--- src/rtl/lsbse_pkg.sv ---
// ----------------------------------------------------------------------------
// lsbse_pkg
// Types and constants shared by the LSB stego extractor modules.
// ----------------------------------------------------------------------------
package lsbse_pkg;

	localparam int BYTE_BITS = 8;
	localparam int SIZE_BITS = 32;

	typedef enum logic [3:0] {
		PH_NAME    = 4'b0001,
		PH_LENGTH  = 4'b0010,
		PH_PAYLOAD = 4'b0100,
		PH_DONE    = 4'b1000
	} phase_t;

	typedef enum logic [1:0] {
		KIND_CHAR    = 2'd0,
		KIND_TERM    = 2'd1,
		KIND_LENGTH  = 2'd2,
		KIND_PAYLOAD = 2'd3
	} kind_t;

	typedef struct packed {
		logic [BYTE_BITS-1:0] carrier_byte;
		logic                 restart;
	} in_t;

	typedef struct packed {
		logic [BYTE_BITS-1:0] data_byte;
		logic [SIZE_BITS-1:0] size_value;
		kind_t                kind;
		logic                 last;
	} out_t;

	// result handed from the gather stage to the output buffer
	typedef struct packed {
		logic valid;
		out_t item;
	} res_t;

endpackage

--- src/rtl/lsbse_gather.sv ---
// ----------------------------------------------------------------------------
// lsbse_gather
// Bit gathering state machine: collects carrier LSBs into characters, the
// length word and payload bytes, and forms one result per completed word.
// ----------------------------------------------------------------------------
module lsbse_gather #(
	parameter int LENGTH_BITS = 32
) (
	input  logic              clk,
	input  logic              arst_n,
	input  logic              accept,
	input  lsbse_pkg::in_t    item,
	output lsbse_pkg::res_t   res
);

	// length word width held to a byte at least and a full size word at most
	localparam int LEN_W = (LENGTH_BITS < lsbse_pkg::BYTE_BITS) ? lsbse_pkg::BYTE_BITS
		: ((LENGTH_BITS > lsbse_pkg::SIZE_BITS) ? lsbse_pkg::SIZE_BITS : LENGTH_BITS);
	localparam int POS_W = $clog2(LEN_W);

	lsbse_pkg::phase_t        phase_q, phase_eff, phase_d;
	logic [POS_W-1:0]         pos_q, pos_eff, pos_d, pos_end;
	logic [LEN_W-1:0]         gather_q, gather_eff, gather_d, word;
	logic [LEN_W-1:0]         left_q, left_eff, left_d, left_dec;

	always_comb begin
		// restart puts the stream back to its start before this byte is used
		if (item.restart) begin
			phase_eff  = lsbse_pkg::PH_NAME;
			pos_eff    = '0;
			gather_eff = '0;
			left_eff   = '0;
		end else begin
			phase_eff  = phase_q;
			pos_eff    = pos_q;
			gather_eff = gather_q;
			left_eff   = left_q;
		end

		pos_end = (phase_eff == lsbse_pkg::PH_LENGTH) ? POS_W'(LEN_W - 1)
			: POS_W'(lsbse_pkg::BYTE_BITS - 1);

		word          = gather_eff;
		word[pos_eff] = item.carrier_byte[0];
		left_dec      = left_eff - LEN_W'(1);

		phase_d  = phase_eff;
		pos_d    = pos_eff;
		gather_d = gather_eff;
		left_d   = left_eff;

		res.valid           = 1'b0;
		res.item.data_byte  = '0;
		res.item.size_value = '0;
		res.item.kind       = lsbse_pkg::KIND_CHAR;
		res.item.last       = 1'b0;

		if (phase_eff != lsbse_pkg::PH_DONE) begin
			if (pos_eff != pos_end) begin
				pos_d    = pos_eff + POS_W'(1);
				gather_d = word;
			end else begin
				pos_d     = '0;
				gather_d  = '0;
				res.valid = accept;
				case (phase_eff)
					lsbse_pkg::PH_NAME: begin
						if (word[lsbse_pkg::BYTE_BITS-1:0] == '0) begin
							res.item.kind = lsbse_pkg::KIND_TERM;
							phase_d       = lsbse_pkg::PH_LENGTH;
						end else begin
							res.item.data_byte = word[lsbse_pkg::BYTE_BITS-1:0];
						end
					end
					lsbse_pkg::PH_LENGTH: begin
						res.item.kind = lsbse_pkg::KIND_LENGTH;
						if (word == '0) begin
							// empty payload: the length word closes the stream
							res.item.last = 1'b1;
							phase_d       = lsbse_pkg::PH_DONE;
						end else begin
							res.item.size_value = lsbse_pkg::SIZE_BITS'(word);
							left_d              = word;
							phase_d             = lsbse_pkg::PH_PAYLOAD;
						end
					end
					default: begin
						res.item.kind      = lsbse_pkg::KIND_PAYLOAD;
						res.item.data_byte = word[lsbse_pkg::BYTE_BITS-1:0];
						left_d             = left_dec;
						if (left_dec == '0) begin
							res.item.last = 1'b1;
							phase_d       = lsbse_pkg::PH_DONE;
						end
					end
				endcase
			end
		end
	end

	always_ff @(posedge clk or negedge arst_n) begin
		if (!arst_n) begin
			phase_q  <= lsbse_pkg::PH_NAME;
			pos_q    <= '0;
			gather_q <= '0;
			left_q   <= '0;
		end else if (accept) begin
			phase_q  <= phase_d;
			pos_q    <= pos_d;
			gather_q <= gather_d;
			left_q   <= left_d;
		end
	end

endmodule

--- src/rtl/lsbse_out_buf.sv ---
// ----------------------------------------------------------------------------
// lsbse_out_buf
// Result register with a skid entry, so the input side keeps flowing while
// a finished result waits to be taken.
// ----------------------------------------------------------------------------
module lsbse_out_buf (
	input  logic              clk,
	input  logic              arst_n,
	input  lsbse_pkg::res_t   res,
	output logic              full,
	output logic              result_valid,
	input  logic              result_stall,
	output lsbse_pkg::out_t   result
);

	logic            out_vld_q, skid_vld_q;
	lsbse_pkg::out_t out_q, skid_q;
	logic            out_free;

	assign out_free     = !out_vld_q || !result_stall;
	assign full         = skid_vld_q;
	assign result_valid = out_vld_q;
	assign result       = out_q;

	// no new result can arrive while the skid entry is occupied
	always_ff @(posedge clk or negedge arst_n) begin
		if (!arst_n) begin
			out_vld_q  <= 1'b0;
			skid_vld_q <= 1'b0;
		end else if (out_free) begin
			if (skid_vld_q) begin
				out_vld_q  <= 1'b1;
				skid_vld_q <= 1'b0;
			end else begin
				out_vld_q <= res.valid;
			end
		end else if (res.valid) begin
			skid_vld_q <= 1'b1;
		end
	end

	always_ff @(posedge clk) begin
		if (out_free) begin
			out_q <= skid_vld_q ? skid_q : res.item;
		end else if (res.valid) begin
			skid_q <= res.item;
		end
	end

endmodule

--- src/rtl/lsb_stego_extractor.sv ---
// ----------------------------------------------------------------------------
// lsb_stego_extractor
// A result is registered into the output or skid entry on the carrier
// transaction that completes its word. Throughput: one carrier byte per
// cycle while the skid entry is free, set by the two-entry output buffer.
// Reset (arst_n low) returns to the name phase with all counters cleared.
// ----------------------------------------------------------------------------
module lsb_stego_extractor #(
	parameter int LENGTH_BITS = 32
) (
	input  logic              clk,
	input  logic              arst_n,
	input  logic              carrier_valid,
	output logic              carrier_stall,
	input  lsbse_pkg::in_t    carrier,
	output logic              result_valid,
	input  logic              result_stall,
	output lsbse_pkg::out_t   result
);

	logic            accept;
	logic            full;
	lsbse_pkg::res_t res;

	assign carrier_stall = full;
	assign accept        = carrier_valid && !full;

	lsbse_gather #(
		.LENGTH_BITS(LENGTH_BITS)
	) u_gather (
		.clk    (clk),
		.arst_n (arst_n),
		.accept (accept),
		.item   (carrier),
		.res    (res)
	);

	lsbse_out_buf u_out_buf (
		.clk          (clk),
		.arst_n       (arst_n),
		.res          (res),
		.full         (full),
		.result_valid (result_valid),
		.result_stall (result_stall),
		.result       (result)
	);

endmodule
--- config.mk ---
export PLATFORM = sky130hd
export DESIGN_NAME = lsb_stego_extractor
export DESIGN_NICKNAME = d
export VERILOG_FILES = /design/src/rtl/lsbse_pkg.sv /design/src/rtl/lsbse_gather.sv /design/src/rtl/lsbse_out_buf.sv /design/src/rtl/lsb_stego_extractor.sv
export SDC_FILE = /design/constraint.sdc
export NUM_CORES = 1
export LEC_CHECK = 0
export BUFFER_PORTS_ARGS = -buffer_cell sky130_fd_sc_hd__clkbuf_2
export CAP_MARGIN = 15
export CORE_MARGIN = 2
export CORE_UTILIZATION = 35
export CTS_CLUSTER_SIZE = 12
export DETAILED_ROUTE_END_ITERATION = 10
export SYNTH_ARGS = -nofsm -noshare
export SYNTH_HDL_FRONTEND = slang
export SYNTH_SLANG_ARGS = --single-unit
--- constraint.sdc ---
create_clock -name clk -period 4.2 [get_ports clk]
set_input_delay 0.42 -clock clk [delete_from_list [all_inputs] [get_ports clk]]
set_output_delay 0.42 -clock clk [all_outputs]
set_load 0.005 [all_outputs]
==> metrics <==
status completed; RSZ-0062 raised after global routing no; Post-Synth Adder-Cell Area 0.767%; PostCTS Resize Cnt 0; critical path class reg2reg; Crit path largest cell delay between 0.9 and 1 ns; first-pass GRT wire length 49700 um; initial antenna violation count 0; Setup Total Neg Slack 0 ns; Max Clk Rate 266 MHz; Die X-Extent 171 um; largest family of logic cells by synthesized area compound AO/OA/AOI/OAI gates; crit-path max FO 25; Initial DRT Pass Iterations 5; non-filler cells, final 1491; Synth Area in Simple Gates 21.2%; setup violators final 0; Slew HR 28.8%; Placer Congestion 0.936; Layout fillers ~2.8k; Sink Count 161; Core Rows just over 60; Post-Synth XOR/XNOR Area less than 1%; Post-synth EDFFs 86; P per Cell Area 342 nW/um^2; min Tclk post-route 3.76 ns; GR Overflow Total 0; die area 29300 sq um; HPWL after DPL around 22000 um; clock slew at reported path FFs 0.08 ns; Setup crit start u_gather.pos_q[3]$_DFFE_PN0P_; CP cell instances nand2b_1, o31ai_1, nand4_1, nor4_1, nand2_1, o2111ai_1, buf_4, nand2b_1, o221ai_1; number of unique standard cell types used by synthesis 84; sequential share of the synthesized area 45.6%; critical path buffer and inverter count 1; share of cells above drive strength 1 about 17%; Synth Net Count 1092; Tot GR Track Use 22.3%; WP data arrival a little over 4 ns; Synth Warn # 0; FF+latch count, synth 161; # IOs between 50 and 60; Compound-Gate Fraction of Synth Area 24.5%; Leak Pwr 4.23 nW; syn avg cell area 9.12 sq um; Num CTS Buffers 17; Iter 0 DRT Violations 974; Avg WL per Cell 21.5 um; Die Y 171 um; CP top delay family simple AND/OR/NAND/NOR gates; nature of the critical path startpoint flip-flop; Hold Vio Cnt, Final 0; Post-CTS Setup Inserts 0; pin count of the biggest net entering global routing slightly below 90; CTS tree built; Max clock buf depth 2; slew at the pin closest to its max-slew limit between 1 and 1.5 ns; final WL 32100 um; FF+latch area 4460 sq um; Syn Inst Count between 1k and 1.5k; Max-Cap Viols 0; Detail Route Antenna Nets 0; Setup Skew 0.0125 ns; ys flop type edfxtp_1; post-route DRC violation count 0; Starting Density 35.4%; Max VDD drop 0.000284 V; async set or reset register ratio after synthesis 46.6%; Multi-input gate area 4930 sq um; core area 27600 sq um; I/O Buffers 50; Worst R2R Start u_gather.pos_q[3]$_DFFE_PN0P_; ANT cells 0; crit share post-route 89.4%; H-tree levels 4; Core Util, Final 40.5%; hold buffer count at cts 0; Critical Path End Type flip-flop; Hold WC Path Type in2async; most used cell, CP nand2b_1; vias per cell between 5 and 6; Placed Cells incl. Taps 1459; CP max-delay cell dfrtp_1; Clock Latency Late Sink 0.44 ns; WP data required 4.50 ns; Nets 1119; Area growth, synth to finish 14.2%; multiplexer area fraction after synthesis 2.45%; total number of vias 8924; vias in the first global route 8120; Slew Limit Fails 0; root buffer cell clkbuf_16; synthesized cell area about 9800 sq um
stage by stage:
step	total power [mW]	setup WS, ns	hold WS (ns)	cell area [sq um]
after floorplan	2.08	0.0390	0.124	9860
after global placement	2.28	0.337	0.454	10600
after detailed placement	2.28	0.289	0.463	10600
after CTS	3.84	0.547	0.211	11200
after global routing	3.95	0.139	0.244	11200
final	3.83	0.444	0.166	11200
sequential cells by signal, summed over array words and instances, names as in the netlist:
register / cells
u_out_buf.full: 1
u_out_buf.skid_q: 43
u_gather.phase_q: 4
u_gather.pos_q: 5
u_out_buf.result_valid: 1
u_out_buf.result: 43
u_gather.left_q: 32
u_gather.gather_q: 32
metal layers:
metal	track usage, %	wire (um)
met1	32.0	14500
met2	35.3	14600
met3	2.32	2150
met4	7.07	799
met5	0	0
cell type report:
class | count | share of cell area, %
clock inverters | 15 | 1.47
multi-input cells | 803 | 44.1
repair buffers | 101 | 5.91
flip-flops and latches | 161 | 39.9
well taps | 378 | 4.23
inverters | 16 | 0.537
clock buffers | 17 | 3.81
logic make-up (layout without fill, tap and decap cells):
kind of cell / count (synthesis) / count (layout)
compound gates: 342 / 342
xor+xnor: 9 / 9
fa+ha+maj: 6 / 6
buf+inv: 109 / 149
flops: 161 / 161
mux: 22 / 22
simple gates: 424 / 424
worst reg2reg max path: stages (launching register included):
cell and delay [ns]:
dfrtp_1 0.97, nand2b_1 0.44, o31ai_1 0.42, nand4_1 0.16, nor4_1 0.40, nand2_1 0.13, o2111ai_1 0.25, buf_4 0.25
nand2b_1 0.41, o221ai_1 0.18
layout by cell type (no fill, tap or decap), drive strengths merged, types with 8 or more instances in the layout:
master,Yosys,routed
nand2,153,153
nor2,106,106
o31ai,87,87
edfxtp,86,86
dfrtp,74,74
clkbuf,60,66
o21ai,54,54
buf,33,52
a21oi,51,51
inv,16,25
nand2b,22,22
nor3,22,22
a31oi,20,20
nand3,19,19
nor2b,17,17
nand4,17,17
a22oi,16,16
mux2,16,16
o211ai,15,15
nor4,15,15
or2,12,12
o22ai,10,10
a2bb2oi,9,9
o41ai,9,9
or3,8,8
power by group:
part | internal [mW] | switching [mW] | leakage, nW
Clock | 0.801 | 0.769 | 0.290
Sequential | 1.67 | 0.0325 | 1.96
Combinational | 0.189 | 0.365 | 1.97
Total | 2.66 | 1.17 | 4.23
synthesized netlist by cell type, types with 10 or more instances:
master,count,area [sq um]
clkbuf_1,60,225
or2_2,10,62.6
a21oi_1,50,250
nand2b_1,22,138
nor4_1,12,75.1
nor3_1,19,95.1
o22ai_1,10,62.6
nand4_1,17,106
a22oi_1,16,120
a31oi_1,20,125
nand2_1,153,574
dfrtp_1,74,1850
o211ai_1,14,105
mux2_2,16,180
nor2b_1,17,106
edfxtp_1,86,2580
o31ai_1,87,653
inv_1,16,60.1
o21ai_0,46,230
buf_2,21,105
nand3_1,18,90.1
nor2_1,106,398
worst paths after layout:
path                                                   end  slack [ns]  depth (start not counted)
max                        u_gather.left_q[18]$_DFFE_PN0P_        0.44                          9
min                        u_gather.left_q[10]$_DFFE_PN0P_        0.17                          1
max reg2reg                u_gather.left_q[18]$_DFFE_PN0P_        0.44                          9
min reg2reg                  u_gather.pos_q[0]$_DFFE_PN0P_        0.48                          2
max in group asynchronous       u_out_buf.full$_DFFE_PN0P_        3.29                          1
min in group clk             u_gather.pos_q[0]$_DFFE_PN0P_        0.48                          2
(Power assumes the default switching activity.)
